==> src/cnc_msh_pkg.sv <==
// shared types and codes for the cnc machine-state and homing block
`default_nettype none
package cnc_msh_pkg;

	localparam int unsigned AXIS_W   = 6;
	localparam int unsigned AIDX_W   = 3;
	localparam int unsigned POS_W    = 32;
	localparam int unsigned RATE_W   = 20;
	localparam int unsigned PULL_W   = 16;
	localparam int unsigned CFG_IDX_W = 2;

	localparam logic [RATE_W-1:0] DEFAULT_SEEK    = 20'd1000;
	localparam logic [RATE_W-1:0] DEFAULT_FEED    = 20'd100;
	localparam logic [PULL_W-1:0] DEFAULT_PULLOFF = 16'd200;

	// event codes
	localparam logic [2:0] OP_TICK   = 3'd0;
	localparam logic [2:0] OP_ESTOP  = 3'd1;
	localparam logic [2:0] OP_RESET  = 3'd2;
	localparam logic [2:0] OP_HOLD   = 3'd3;
	localparam logic [2:0] OP_RESUME = 3'd4;
	localparam logic [2:0] OP_HOME   = 3'd5;

	// reported machine state codes
	localparam logic [2:0] MS_IDLE   = 3'd0;
	localparam logic [2:0] MS_RUN    = 3'd1;
	localparam logic [2:0] MS_HOLD   = 3'd2;
	localparam logic [2:0] MS_HOMING = 3'd3;
	localparam logic [2:0] MS_ESTOP  = 3'd4;

	localparam logic [1:0] JOG_NONE  = 2'd0;
	localparam logic [1:0] JOG_START = 2'd1;
	localparam logic [1:0] JOG_STOP  = 2'd2;

	localparam logic [2:0] CMD_NONE   = 3'd0;
	localparam logic [2:0] CMD_ESTOP  = 3'd1;
	localparam logic [2:0] CMD_RESET  = 3'd2;
	localparam logic [2:0] CMD_HOLD   = 3'd3;
	localparam logic [2:0] CMD_RESUME = 3'd4;

	// configuration register indexes
	localparam logic [CFG_IDX_W-1:0] REG_HOME_DIR = 2'd0;
	localparam logic [CFG_IDX_W-1:0] REG_SEEK     = 2'd1;
	localparam logic [CFG_IDX_W-1:0] REG_FEED     = 2'd2;
	localparam logic [CFG_IDX_W-1:0] REG_PULLOFF  = 2'd3;

	typedef enum logic [4:0] {
		MODE_IDLE   = 5'b00001,
		MODE_RUN    = 5'b00010,
		MODE_HOLD   = 5'b00100,
		MODE_HOMING = 5'b01000,
		MODE_ESTOP  = 5'b10000
	} mode_t;

	typedef enum logic [3:0] {
		PH_SELECT = 4'b0001,
		PH_FAST   = 4'b0010,
		PH_BACKOFF = 4'b0100,
		PH_SLOW   = 4'b1000
	} phase_t;

	typedef struct packed {
		logic [2:0]        operation;
		logic [AXIS_W-1:0] home_axes;
		logic [AXIS_W-1:0] limit_switches;
		logic [POS_W-1:0]  jog_axis_position;
		logic              stepper_stopped_hard;
		logic              stepper_done;
		logic              segment_ready;
	} item_t;

	typedef struct packed {
		logic [2:0]        machine_state;
		logic [1:0]        jog_action;
		logic [AIDX_W-1:0] jog_axis;
		logic              jog_positive;
		logic [RATE_W-1:0] jog_rate;
		logic              load_segment;
		logic [2:0]        stepper_command;
		logic              clear_queue;
		logic              zero_positions;
		logic              home_done;
		logic              home_success;
		logic [AXIS_W-1:0] home_done_mask;
	} result_t;

	// effective settings, zero already replaced by the defaults
	typedef struct packed {
		logic [AXIS_W-1:0] home_dir;
		logic [RATE_W-1:0] fast_rate;
		logic [RATE_W-1:0] slow_rate;
		logic [PULL_W-1:0] pulloff;
	} cfg_t;

endpackage
`default_nettype wire

==> src/cnc_msh_cfg.sv <==
// configuration registers with zero-selects-default handling
`default_nettype none
module cnc_msh_cfg (
	input  wire logic                                clk,
	input  wire logic                                arst_n,
	input  wire logic                                cfg_valid,
	input  wire logic [cnc_msh_pkg::CFG_IDX_W-1:0]   cfg_index,
	input  wire logic [cnc_msh_pkg::RATE_W-1:0]      cfg_data,
	output cnc_msh_pkg::cfg_t                        cfg
);
	import cnc_msh_pkg::*;

	logic [AXIS_W-1:0] home_dir_q;
	logic [RATE_W-1:0] seek_q;
	logic [RATE_W-1:0] feed_q;
	logic [PULL_W-1:0] pull_q;

	always_ff @(posedge clk or negedge arst_n) begin
		if (!arst_n) begin
			home_dir_q <= '0;
			seek_q     <= DEFAULT_SEEK;
			feed_q     <= DEFAULT_FEED;
			pull_q     <= DEFAULT_PULLOFF;
		end else if (cfg_valid) begin
			case (cfg_index)
				REG_HOME_DIR: home_dir_q <= cfg_data[AXIS_W-1:0];
				REG_SEEK:     seek_q     <= cfg_data;
				REG_FEED:     feed_q     <= cfg_data;
				REG_PULLOFF:  pull_q     <= cfg_data[PULL_W-1:0];
				default: ;
			endcase
		end
	end

	assign cfg.home_dir  = home_dir_q;
	assign cfg.fast_rate = (seek_q == '0) ? DEFAULT_SEEK : seek_q;
	assign cfg.slow_rate = (feed_q == '0) ? DEFAULT_FEED : feed_q;
	assign cfg.pulloff   = (pull_q == '0) ? DEFAULT_PULLOFF : pull_q;

endmodule
`default_nettype wire

==> src/cnc_msh_core.sv <==
// machine state, homing sequencer state and the per-event step logic
`default_nettype none
module cnc_msh_core #(
	parameter int unsigned AXIS_COUNT = 6
) (
	input  wire logic                  clk,
	input  wire logic                  arst_n,
	input  wire logic                  fire,
	input  wire cnc_msh_pkg::item_t    item,
	input  wire cnc_msh_pkg::cfg_t     cfg,
	output cnc_msh_pkg::result_t       res
);
	import cnc_msh_pkg::*;

	localparam logic [AXIS_W-1:0] AXIS_LIVE = (AXIS_COUNT >= AXIS_W) ? {AXIS_W{1'b1}} :
		AXIS_W'((1 << AXIS_COUNT) - 1);

	mode_t             mode_q, mode_d;
	phase_t            phase_q, phase_d;
	logic [AXIS_W-1:0] pending_q, pending_d;
	logic [AXIS_W-1:0] requested_q, requested_d;
	logic [AIDX_W-1:0] axis_q, axis_d;
	logic [POS_W-1:0]  origin_q, origin_d;

	logic [AXIS_W-1:0] sel_mask;
	logic [AIDX_W-1:0] pick_axis;
	logic [POS_W-1:0]  diff;
	logic [POS_W-1:0]  mag;
	logic              pulloff_reached;
	logic              dir_cur;
	logic              dir_pick;
	logic              hit_cur;

	// bit of a six-bit vector at a three-bit index, zero past the top
	function automatic logic bit_at(input logic [AXIS_W-1:0] v, input logic [AIDX_W-1:0] idx);
		logic [(1<<AIDX_W)-1:0] wide;
		wide = {{((1<<AIDX_W)-AXIS_W){1'b0}}, v};
		return wide[idx];
	endfunction

	function automatic logic [2:0] mode_code(input mode_t m);
		logic [2:0] c;
		case (m)
			MODE_IDLE:   c = MS_IDLE;
			MODE_RUN:    c = MS_RUN;
			MODE_HOLD:   c = MS_HOLD;
			MODE_HOMING: c = MS_HOMING;
			MODE_ESTOP:  c = MS_ESTOP;
			default:     c = MS_IDLE;
		endcase
		return c;
	endfunction

	assign sel_mask = pending_q & AXIS_LIVE;

	// lowest pending axis
	always_comb begin
		pick_axis = '0;
		for (int i = AXIS_W - 1; i >= 0; i--) begin
			if (sel_mask[i]) pick_axis = AIDX_W'(i);
		end
	end

	assign diff            = origin_q - item.jog_axis_position;
	assign mag             = diff[POS_W-1] ? (POS_W'(0) - diff) : diff;
	assign pulloff_reached = mag >= {{(POS_W-PULL_W){1'b0}}, cfg.pulloff};
	assign dir_cur         = bit_at(cfg.home_dir, axis_q);
	assign dir_pick        = bit_at(cfg.home_dir, pick_axis);
	assign hit_cur         = bit_at(item.limit_switches, axis_q);

	always_comb begin
		mode_d      = mode_q;
		phase_d     = phase_q;
		pending_d   = pending_q;
		requested_d = requested_q;
		axis_d      = axis_q;
		origin_d    = origin_q;
		res         = '0;

		case (item.operation)
			OP_TICK: begin
				if (mode_q == MODE_HOMING) begin
					if (item.stepper_stopped_hard) begin
						res.jog_action     = JOG_STOP;
						mode_d             = MODE_ESTOP;
						res.home_done      = 1'b1;
						res.home_done_mask = requested_q;
						pending_d          = '0;
						phase_d            = PH_SELECT;
					end else begin
						case (phase_q)
							PH_SELECT: begin
								if (sel_mask == '0) begin
									res.zero_positions = 1'b1;
									mode_d             = MODE_IDLE;
									res.home_done      = 1'b1;
									res.home_success   = 1'b1;
									res.home_done_mask = requested_q;
									pending_d          = '0;
									phase_d            = PH_SELECT;
								end else begin
									axis_d           = pick_axis;
									pending_d        = sel_mask & ~(AXIS_W'(1) << pick_axis);
									res.jog_action   = JOG_START;
									res.jog_axis     = pick_axis;
									res.jog_positive = dir_pick;
									res.jog_rate     = cfg.fast_rate;
									phase_d          = PH_FAST;
								end
							end
							PH_FAST: begin
								if (hit_cur) begin
									origin_d         = item.jog_axis_position;
									res.jog_action   = JOG_START;
									res.jog_axis     = axis_q;
									res.jog_positive = ~dir_cur;
									res.jog_rate     = cfg.slow_rate;
									phase_d          = PH_BACKOFF;
								end
							end
							PH_BACKOFF: begin
								if (pulloff_reached) begin
									res.jog_action   = JOG_START;
									res.jog_axis     = axis_q;
									res.jog_positive = dir_cur;
									res.jog_rate     = cfg.slow_rate;
									phase_d          = PH_SLOW;
								end
							end
							default: begin
								if (hit_cur) begin
									res.jog_action = JOG_STOP;
									phase_d        = PH_SELECT;
								end
							end
						endcase
					end
				end else if (mode_q == MODE_IDLE || mode_q == MODE_RUN) begin
					if (item.stepper_done) begin
						if (item.segment_ready) begin
							res.load_segment = 1'b1;
							mode_d           = MODE_RUN;
						end else begin
							mode_d = MODE_IDLE;
						end
					end
				end
			end
			OP_ESTOP: begin
				if (mode_q == MODE_HOMING) begin
					res.jog_action     = JOG_STOP;
					res.home_done      = 1'b1;
					res.home_done_mask = requested_q;
					pending_d          = '0;
					phase_d            = PH_SELECT;
				end
				res.stepper_command = CMD_ESTOP;
				res.clear_queue     = 1'b1;
				mode_d              = MODE_ESTOP;
			end
			OP_RESET: begin
				if (mode_q == MODE_ESTOP) begin
					res.stepper_command = CMD_RESET;
					res.clear_queue     = 1'b1;
					pending_d           = '0;
					phase_d             = PH_SELECT;
					mode_d              = MODE_IDLE;
				end
			end
			OP_HOLD: begin
				if (mode_q == MODE_RUN) begin
					res.stepper_command = CMD_HOLD;
					mode_d              = MODE_HOLD;
				end
			end
			OP_RESUME: begin
				if (mode_q == MODE_HOLD) begin
					res.stepper_command = CMD_RESUME;
					mode_d              = MODE_RUN;
				end
			end
			OP_HOME: begin
				if (mode_q == MODE_IDLE) begin
					pending_d   = item.home_axes;
					requested_d = item.home_axes;
					phase_d     = PH_SELECT;
					mode_d      = MODE_HOMING;
				end
			end
			default: ;
		endcase

		res.machine_state = mode_code(mode_d);
	end

	always_ff @(posedge clk or negedge arst_n) begin
		if (!arst_n) begin
			mode_q      <= MODE_IDLE;
			phase_q     <= PH_SELECT;
			pending_q   <= '0;
			requested_q <= '0;
			axis_q      <= '0;
			origin_q    <= '0;
		end else if (fire) begin
			mode_q      <= mode_d;
			phase_q     <= phase_d;
			pending_q   <= pending_d;
			requested_q <= requested_d;
			axis_q      <= axis_d;
			origin_q    <= origin_d;
		end
	end

endmodule
`default_nettype wire

==> src/cnc_motion_state_and_homing.sv <==
// cnc machine-state controller and limit-switch homing sequencer, top level
//
// Each word on the s_axis channel is one event: s_axis_tuser holds the operation
// (tick, estop, reset, feed hold, resume, home), s_axis_tdata the axis mask, the
// limit switch levels, the jogged axis position and the stepper/planner flags.
// Every accepted word gives exactly one result word on m_axis with the new
// machine state, the jog request, segment load, stepper command, queue clear,
// position zeroing and the homing report.
// Settings come in over the cfg port (index 0 home direction mask, 1 seek rate,
// 2 feed rate, 3 pulloff steps); a rate or distance written as zero uses its
// default. Write settings only while no event is in flight.
// An accepted event is held in the input register, runs through the combinational
// state update and is registered in the result register; one event per cycle
// goes through as long as m_axis does not stall.
// When m_axis stalls the result register holds its word, the input register
// still takes one more event, and s_axis_tready then drops until the result
// is taken. Reset puts the machine in idle with no homing pending and the
// settings at their defaults; no result is pending after reset.
`default_nettype none
module cnc_motion_state_and_homing #(
	parameter int unsigned AXIS_COUNT = 6
) (
	input  wire logic        clk,
	input  wire logic        arst_n,
	input  wire logic        s_axis_tvalid,
	output logic             s_axis_tready,
	// [5:0] home_axes, [11:6] limit_switches, [43:12] jog_axis_position,
	// [44] stepper_stopped_hard, [45] stepper_done, [46] segment_ready
	input  wire logic [47:0] s_axis_tdata,
	// [2:0] operation
	input  wire logic [2:0]  s_axis_tuser,
	output logic             m_axis_tvalid,
	input  wire logic        m_axis_tready,
	// [2:0] machine_state, [4:3] jog_action, [7:5] jog_axis, [8] jog_positive,
	// [28:9] jog_rate, [29] load_segment, [32:30] stepper_command,
	// [33] clear_queue, [34] zero_positions, [35] home_done,
	// [36] home_success, [42:37] home_done_mask
	output logic [47:0]      m_axis_tdata,
	input  wire logic        cfg_valid,
	output logic             cfg_ready,
	input  wire logic [1:0]  cfg_index,
	input  wire logic [19:0] cfg_data
);
	import cnc_msh_pkg::*;

	cfg_t    cfg;
	item_t   item_in;
	item_t   item_s1;
	logic    valid_s1;
	result_t res;
	result_t res_s2;
	logic    valid_s2;
	logic    adv;

	assign cfg_ready = 1'b1;

	cnc_msh_cfg u_cfg (
		.clk       (clk),
		.arst_n    (arst_n),
		.cfg_valid (cfg_valid),
		.cfg_index (cfg_index),
		.cfg_data  (cfg_data),
		.cfg       (cfg)
	);

	assign item_in.operation            = s_axis_tuser;
	assign item_in.home_axes            = s_axis_tdata[5:0];
	assign item_in.limit_switches       = s_axis_tdata[11:6];
	assign item_in.jog_axis_position    = s_axis_tdata[43:12];
	assign item_in.stepper_stopped_hard = s_axis_tdata[44];
	assign item_in.stepper_done         = s_axis_tdata[45];
	assign item_in.segment_ready        = s_axis_tdata[46];

	// move the held word into the result register when that one is free
	assign adv           = valid_s1 && (!valid_s2 || m_axis_tready);
	assign s_axis_tready = !valid_s1 || adv;

	always_ff @(posedge clk or negedge arst_n) begin
		if (!arst_n) begin
			valid_s1 <= 1'b0;
		end else if (s_axis_tready) begin
			valid_s1 <= s_axis_tvalid;
		end
	end

	always_ff @(posedge clk) begin
		if (s_axis_tvalid && s_axis_tready) begin
			item_s1 <= item_in;
		end
	end

	cnc_msh_core #(
		.AXIS_COUNT (AXIS_COUNT)
	) u_core (
		.clk    (clk),
		.arst_n (arst_n),
		.fire   (adv),
		.item   (item_s1),
		.cfg    (cfg),
		.res    (res)
	);

	always_ff @(posedge clk or negedge arst_n) begin
		if (!arst_n) begin
			valid_s2 <= 1'b0;
		end else if (adv) begin
			valid_s2 <= 1'b1;
		end else if (m_axis_tready) begin
			valid_s2 <= 1'b0;
		end
	end

	always_ff @(posedge clk) begin
		if (adv) begin
			res_s2 <= res;
		end
	end

	assign m_axis_tvalid = valid_s2;
	assign m_axis_tdata  = {5'd0, res_s2.home_done_mask, res_s2.home_success, res_s2.home_done,
		res_s2.zero_positions, res_s2.clear_queue, res_s2.stepper_command,
		res_s2.load_segment, res_s2.jog_rate, res_s2.jog_positive, res_s2.jog_axis,
		res_s2.jog_action, res_s2.machine_state};

	// a held event that cannot move on stays held
	a_s1_hold: assert property (@(posedge clk) disable iff (!arst_n)
		valid_s1 && !adv |=> valid_s1)
		else $error("held event lost while result register busy");

	// a stalled result word is not overwritten
	a_s2_hold: assert property (@(posedge clk) disable iff (!arst_n)
		valid_s2 && !m_axis_tready |=> valid_s2 && $stable(res_s2))
		else $error("stalled result changed");

	// homing report fields are quiet unless homing finished
	a_report: assert property (@(posedge clk) disable iff (!arst_n)
		valid_s2 && !res_s2.home_done |-> !res_s2.home_success && res_s2.home_done_mask == '0
			&& !res_s2.zero_positions)
		else $error("homing report without completion");

	// positions are zeroed only on successful completion, back in idle
	a_zero: assert property (@(posedge clk) disable iff (!arst_n)
		valid_s2 && res_s2.zero_positions |-> res_s2.home_success
			&& res_s2.machine_state == MS_IDLE)
		else $error("zero positions outside successful homing");

endmodule
`default_nettype wire
==> config.mk <==
export PLATFORM = sky130hd
export DESIGN_NAME = cnc_motion_state_and_homing
export DESIGN_NICKNAME = d
export VERILOG_FILES = /design/src/cnc_msh_pkg.sv /design/src/cnc_msh_cfg.sv /design/src/cnc_msh_core.sv /design/src/cnc_motion_state_and_homing.sv
export SDC_FILE = /design/constraint.sdc
export NUM_CORES = 1
export LEC_CHECK = 0
export ABC_CLOCK_PERIOD_IN_PS = 8750
export BUFFER_PORTS_ARGS = -buffer_cell sky130_fd_sc_hd__buf_2
export CAP_MARGIN = 10
export CORE_UTILIZATION = 53
export DETAILED_ROUTE_END_ITERATION = 6
export GPL_ROUTABILITY_DRIVEN = 1
export PLACE_DENSITY = 0.75
export SLEW_MARGIN = 40
export SYNTH_ARGS = -nofsm -noshare
export SYNTH_HDL_FRONTEND = slang
export SYNTH_SLANG_ARGS = --single-unit
==> constraint.sdc <==
create_clock -name clk -period 8.75 [get_ports clk]
set_clock_uncertainty 0.05 [all_clocks]
set_input_delay 0.4375 -clock clk [delete_from_list [all_inputs] [get_ports clk]]
set_output_delay 0.4375 -clock clk [all_outputs]
set_load 0.02 [all_outputs]
==> results of run 1 <==
[area by class of cell]
class | count | area (um^2)
Tap cell | 280 | 350.3
Antenna cell | 1 | 2.502
Multi-Input combinational cell | 837 | 5869
Clock inverter | 5 | 55.05
Timing Repair Buffer | 129 | 678.2
Sequential cell | 212 | 5783
Clock buffer | 37 | 720.7
Fill cell | 1786 | 8398
Inverter | 63 | 236.5
[registers in the layout, summed over array words and instances, names as in the netlist, 3 cells and up]
signal and count:
item_s1 50, m_axis_tdata 42, u_core.origin_q 32, u_cfg.feed_q 20
u_cfg.seek_q 20, u_cfg.pull_q 16, u_cfg.home_dir_q 6, u_core.pending_q 6
u_core.requested_q 6, u_core.mode_q 5, u_core.phase_q 4, u_core.axis_q 3
[cells by family (layout without fill, tap and decap cells)]
kind of cell | after synthesis | count (layout) | synth area share, %
fa+ha+maj | 49 | 49 | 5.130
compound gates | 248 | 248 | 13.89
mux | 113 | 113 | 10.60
other cells | 2 | 7 | 0.06208
buf+inv | 109 | 234 | 3.848
xor+xnor | 40 | 40 | 2.896
simple gates | 381 | 381 | 15.76
flops | 212 | 212 | 47.81
[final timing paths]
check,startpoint,to,slack (ps),cells after the start
max in group asynchronous,arst_n,u_cfg.feed_q[14],7120,3
min,s_axis_tdata[25],item_s1[16],50,1
max,item_s1[9],m_axis_tdata[21],1970,25
max reg2reg,item_s1[9],m_axis_tdata[21],1970,25
min in group asynchronous,arst_n,u_core.origin_q[24],460,2
min reg2reg,item_s1[44],u_core.requested_q[3],410,2
[placed cells by master, fill, tap and decap left out, drive strengths merged, types with 19 or more instances in the layout]
cell type,instances
a21oi,67
buf,128
clkbuf,37
dfrtp,106
edfxtp,92
ha,48
inv,63
mux2,101
nand2,107
nand3,33
nand4,22
nor2,84
nor3,36
nor4,25
o21ai,51
xnor2,19
xor2,21
[timing repair]
item | CTS | global route
endpoints found under the hold margin | 47 | 0
endpoints found under the setup margin | 0 | 0
hold buffers | 1 | 0
buffers inserted | 0 | 0
resized for setup | 0 | 0
[through the flow]
step | util [%] | area (um^2)
after floorplan | - | 12110
final | 61.99 | 13700
after global routing | 61.99 | 13700
after detailed placement | 58.42 | 12910
after global placement | 58.30 | 12880
after CTS | 61.98 | 13690
[power by group through the flow]
stage	logic, uW	registers [uW]	clock network (uW)
final	461	1250	973
after global routing	514	1260	1030
after CTS	461	1250	996
after detailed placement	457	1270	0
after global placement	441	1260	0
after floorplan	322	1250	0
[worst max-delay path, delay by kind of cell, from the launching register on]
| family | cells | cell delay (ps) |
|---|---|---|
| AO/OA/AOI/OAI | 16 | 4110 |
| XOR/XNOR | 2 | 330 |
| adder cells (fa/ha/maj) | 2 | 760 |
| buffers and inverters | 2 | 320 |
| flip-flops | 1 | 340 |
| AND/OR/NAND/NOR | 3 | 610 |
[layer usage]
metal,up-vias,track usage [%]
met4,0,7.263
met5,-,0
li1,4485,-
met2,281,39.40
met1,4437,31.36
met3,55,3.176
==> results.sh, run 1 <==
export IMPL_synth_area_per_cell_um2=10.48
export IMPL_ir_worst_vdd_mv=0.1433
export IMPL_cts_root_buffer="clkbuf_16"
export IMPL_cpMostUsedCell="a21o_1"
export IMPL_worst_slew_pin_transition_ps=807.6
export IMPL_ys_top_cells_by_area="edfxtp_1 23%, dfrtp_1 22%, mux2_2 9.4%"
export IMPL_path_max_fanout=26
export IMPL_min_period_ps=6778
export IMPL_drc=0
export IMPL_stdcell_count=1564
export IMPL_tns_ps=0
export IMPL_synth_ff_type="dfrtp_1"
export IMPL_yosysTopAreaCellShare_pct=22.84
export IMPL_wl_met1_um=11940
export IMPL_setup_worst_path_start_class="register"
export IMPL_ys_types=79
export IMPL_yosysSeqAreaShare_pct=47.81
export IMPL_synth_area_leader_cell="edfxtp_1"
export IMPL_totalWireLength_um=26800
export IMPL_place_congestion=0.8925
export IMPL_seqPwrFrac_pct=46.6
export IMPL_post_route_cells_drive_above_1_share_pct=23.38
export IMPL_slew_viol_final=0
export IMPL_yosysWarnings=0
export IMPL_internal_power_uw=1948
export IMPL_grt_max_degree=74
export IMPL_p_sw_uw=735.9
export IMPL_ys_ff_latch=212
export IMPL_fp_dieW_um=153.1
export IMPL_setup_viol=0
export IMPL_first_iter_violations=653
export IMPL_synthArstFlopShare_pct=56.60
export IMPL_status="finished, final reports clean"
export IMPL_synth_cells=1154
export IMPL_overflow=0
export IMPL_hold_class="primary input to register"
export IMPL_p_leak_uw=0.006051
export IMPL_core_um2=22090
export IMPL_totalPowerFinal_uw=2684
export IMPL_drt_first_pass_iters=6
export IMPL_cts_tree="done"
export IMPL_syn_area_um2=12100
export IMPL_initial_utilization_pct=54.75
export IMPL_met3WireLength_um=1428
export IMPL_dpl_cell_count=1520
export IMPL_hold_slack_ps=47.55
export IMPL_clock_path_buffers=3
export IMPL_design_die_area_um2=23430
export IMPL_cts_sinks=212
export IMPL_power_density_nw_per_um2=196.0
export IMPL_crit_type="register to register"
export IMPL_power_frac_comb_pct=17.2
export IMPL_area_growth_pct=13.22
export IMPL_yosysMostFrequentCell="nand2_1"
export IMPL_critical_path_required_ps=8960
export IMPL_fp_dieH_um=153.1
export IMPL_hold_viol=0
export IMPL_hpwl_um=19390
export IMPL_wl_per_cell_um=17.13
export IMPL_clock_power_share_pct=36.2
export IMPL_maxCapViolCount=0
export IMPL_critPathMaxStageDelay_ps=480
export IMPL_synth_edf_count=92
export IMPL_cp_end_kind="register"
export IMPL_yosys_top_cells_count="107 x nand2_1, 106 x dfrtp_1, 101 x mux2_2, 92 x edfxtp_1, 84 x nor2_1"
export IMPL_period_share_pct=77.46
export IMPL_vias_per_cell=5.919
export IMPL_grt_use_total_pct=23.39
export IMPL_clkTransAtPathRegs_ps=60
export IMPL_cp_arrival_ps=6990
export IMPL_clock_latency_ps=510
export IMPL_h_tree_depth=1
export IMPL_pre_cts_slack_ps=2078
export IMPL_setup_ws_ps=1972
export IMPL_ioPinCount=129
export IMPL_grt_pass1_wl_um=45080
export IMPL_nNetsFinal=1393
export IMPL_ant_nets=0
export IMPL_top_layer_used="met4"
export IMPL_antenna_found_initial=1
export IMPL_slowest_stage="o21ba_1"
export IMPL_maxSlewHeadroom_pct=46.16
export IMPL_portBuffers=121
export IMPL_grt_pass1_vias=9178
export IMPL_dr_wl_met2_um=12690
export IMPL_cts_buffers=23
export IMPL_grt_setup_unrepaired="no"
export IMPL_switching_share_pct=27.41
export IMPL_route_vias_total=9258
export IMPL_fmax_ghz=0.1475
export IMPL_rows=54
(Power assumes the default switching activity.)
==> inputs of run 2 (changes only) <==
--- a/config.mk
+++ b/config.mk
@@ -5,13 +5,13 @@
 export SDC_FILE = /design/constraint.sdc
 export NUM_CORES = 1
 export LEC_CHECK = 0
-export ABC_CLOCK_PERIOD_IN_PS = 8750
+export ABC_CLOCK_PERIOD_IN_PS = 5900
 export BUFFER_PORTS_ARGS = -buffer_cell sky130_fd_sc_hd__buf_2
 export CAP_MARGIN = 10
 export CORE_UTILIZATION = 53
 export DETAILED_ROUTE_END_ITERATION = 6
 export GPL_ROUTABILITY_DRIVEN = 1
-export PLACE_DENSITY = 0.75
+export PLACE_DENSITY = 0.78
 export SLEW_MARGIN = 40
 export SYNTH_ARGS = -nofsm -noshare
 export SYNTH_HDL_FRONTEND = slang
==> constraint.sdc (replaced) <==
create_clock -name clk -period 5.9 [get_ports clk]
set_clock_uncertainty 0.05 [all_clocks]
set_input_delay 0.295 -clock clk [delete_from_list [all_inputs] [get_ports clk]]
set_output_delay 0.295 -clock clk [all_outputs]
set_load 0.02 [all_outputs]
==> results.sh, run 2 (synthesized netlist as in run 1, its figures left out) <==
export IMPL_status="finished, final reports clean"
export IMPL_area_growth_pct=22.51
export IMPL_design_die_area_um2=23430
export IMPL_hold_slack_ps=19.42
export IMPL_place_congestion=0.8981
export IMPL_clkTransAtPathRegs_ps=60
export IMPL_ioPinCount=129
export IMPL_dpl_cell_count=1549
export IMPL_holdPathStages=2
export IMPL_portBuffers=121
export IMPL_layout_commonest_cell="buf_2"
export IMPL_clock_path_buffers=3
export IMPL_final_cell_mix="120 x buf_2, 106 x nand2_1, 106 x dfrtp_1"
export IMPL_cts_buffers=23
export IMPL_fp_dieW_um=153.1
export IMPL_first_iter_violations=827
export IMPL_drt_first_pass_iters=6
export IMPL_worst_slew_pin_transition_ps=790.3
export IMPL_grt_use_total_pct=25.42
export IMPL_overflow=0
export IMPL_min_period_ps=5670
export IMPL_ir_worst_vdd_mv=0.2508
export IMPL_path_cells="inv_2, ha_4, inv_1, fa_2, a21o_1, a221o_1, buf_4, a211oi_4, xnor2_2, a2111o_1, or2_4, o21ai_2, xnor2_1, ha_1, a21oi_2, o31ai_2, a221oi_2, nand3b_1, a311o_1, nor4_4, a21oi_4, o21ba_4, a22o_1"
export IMPL_path_max_fanout=5
export IMPL_vias_per_cell=5.962
export IMPL_n_antenna_cell=0
export IMPL_core_um2=22090
export IMPL_post_route_cells_drive_above_1_share_pct=26.55
export IMPL_antenna_found_initial=0
export IMPL_fp_dieH_um=153.1
export IMPL_nNetsFinal=1496
export IMPL_maxSlewHeadroom_pct=46.91
export IMPL_nFillCells=1634
export IMPL_cts_sinks=212
export IMPL_hold_end="u_cfg.feed_q[11]"
export IMPL_grt_pass1_vias=9679
export IMPL_period_share_pct=96.10
export IMPL_h_tree_depth=1
export IMPL_route_vias_total=9932
export IMPL_worst_r2r_cell_count=23
export IMPL_totalPowerFinal_uw=4137
export IMPL_place_area_um2=13140
export IMPL_holdCritStartpoint="cfg_data[11]"
export IMPL_slowest_stage="fa_2"
export IMPL_critical_path_required_ps=6120
export IMPL_post_route_util_pct=67.07
export IMPL_cp_arrival_ps=5890
export IMPL_stdcell_count=1666
export IMPL_cts_tree="done"
export IMPL_setup_worst_path_start_class="register"
export IMPL_hold_class="primary input to register"
export IMPL_crit_type="register to register"
export IMPL_worstReg2RegEnd="m_axis_tdata[5]"
export IMPL_drc=0
export IMPL_r2r_start="u_core.origin_q[0]"
export IMPL_cp_end_kind="register"
export IMPL_initial_utilization_pct=54.75
export IMPL_critPathMaxStageDelay_ps=410
export IMPL_power_density_nw_per_um2=279.2
export IMPL_hold_viol=0
export IMPL_setup_viol=0
export IMPL_wl_per_cell_um=17.95
export IMPL_largest_register="item_s1"
export IMPL_clock_latency_ps=520
export IMPL_grt_max_degree=75
export IMPL_fmax_ghz=0.1764
export IMPL_ant_nets=0
export IMPL_slew_viol_final=0
export IMPL_largest_reg_flops=50
export IMPL_maxCapViolCount=0
export IMPL_hpwl_um=19670
export IMPL_reg2reg_slack_ps=230
export IMPL_rows=54
export IMPL_cts_root_buffer="clkbuf_16"
export IMPL_totalWireLength_um=29910
export IMPL_stdcell_area_um2=14820
export IMPL_grt_pass1_wl_um=48600
export IMPL_p_leak_uw=0.006534
[run 2: timing repair]
action,4_1_cts,5_1_grt
hold buffers,64,0
buffers inserted,0,9
endpoints found under the setup margin,14,29
gates resized for setup,1,37
pin swaps,1,28
cloned,0,3
hold endpoints to repair,125,0
[run 2: final cells by class]
cell class	instances	area (um^2)	share of cell area, %
Multi-Input combinational cell	840	6073	40.98
Clock inverter	10	150.1	1.013
Inverter	63	236.5	1.596
Timing Repair Buffer	229	1587	10.71
Clock buffer	32	639.4	4.314
Sequential cell	212	5783	39.02
Tap cell	280	350.3	2.364
[run 2: worst max-delay path by stage]
| stage | from | slack (ps) | end | cells past startpoint |
|---|---|---|---|---|
| finish | u_core.origin_q[0] | 230 | m_axis_tdata[5] | 23 |
| global route | u_core.origin_q[0] | -20 | m_axis_tdata[5] | 25 |
| CTS | u_core.origin_q[0] | 20 | m_axis_tdata[22] | 23 |
| detailed placement | u_core.origin_q[0] | 30 | m_axis_tdata[22] | 23 |
| global placement | u_core.origin_q[0] | 190 | m_axis_tdata[28] | 23 |
| floorplan | u_core.origin_q[4] | 30 | m_axis_tdata[10] | 28 |
[run 2: routing by layer]
metal | wire length, um | vias up | track usage (%)
met5 | 0 | - | 0
met4 | 1013 | 0 | 9.235
met3 | 1708 | 93 | 3.913
met2 | 14410 | 370 | 42.70
met1 | 12780 | 4780 | 33.35
li1 | - | 4689 | -
[run 2: critical path: cells and delay by family, from the launching register on]
kind | cells | cell delay [ps]
AND/OR/NAND/NOR | 3 | 670
AO/OA/AOI/OAI | 12 | 2940
buffers and inverters | 3 | 300
flip-flops | 1 | 370
adder cells (fa/ha/maj) | 3 | 820
XOR/XNOR | 2 | 260
[run 2: metrics by stage]
step           setup TNS (ps)  setup WS (ps)
6_report                    0          229.9
5_1_grt                -78.77         -17.30
4_1_cts                     0          24.68
3_5_place_dp                0          32.56
3_3_place_gp                0          193.5
2_1_floorplan               0          29.44
[run 2: report_power, final]
group          internal, uW  switching [uW]  leakage, uW  total, uW
Combinational           333             430      0.00375        764
Clock                   929             580     0.000386       1510
Sequential             1720             140      0.00239       1860
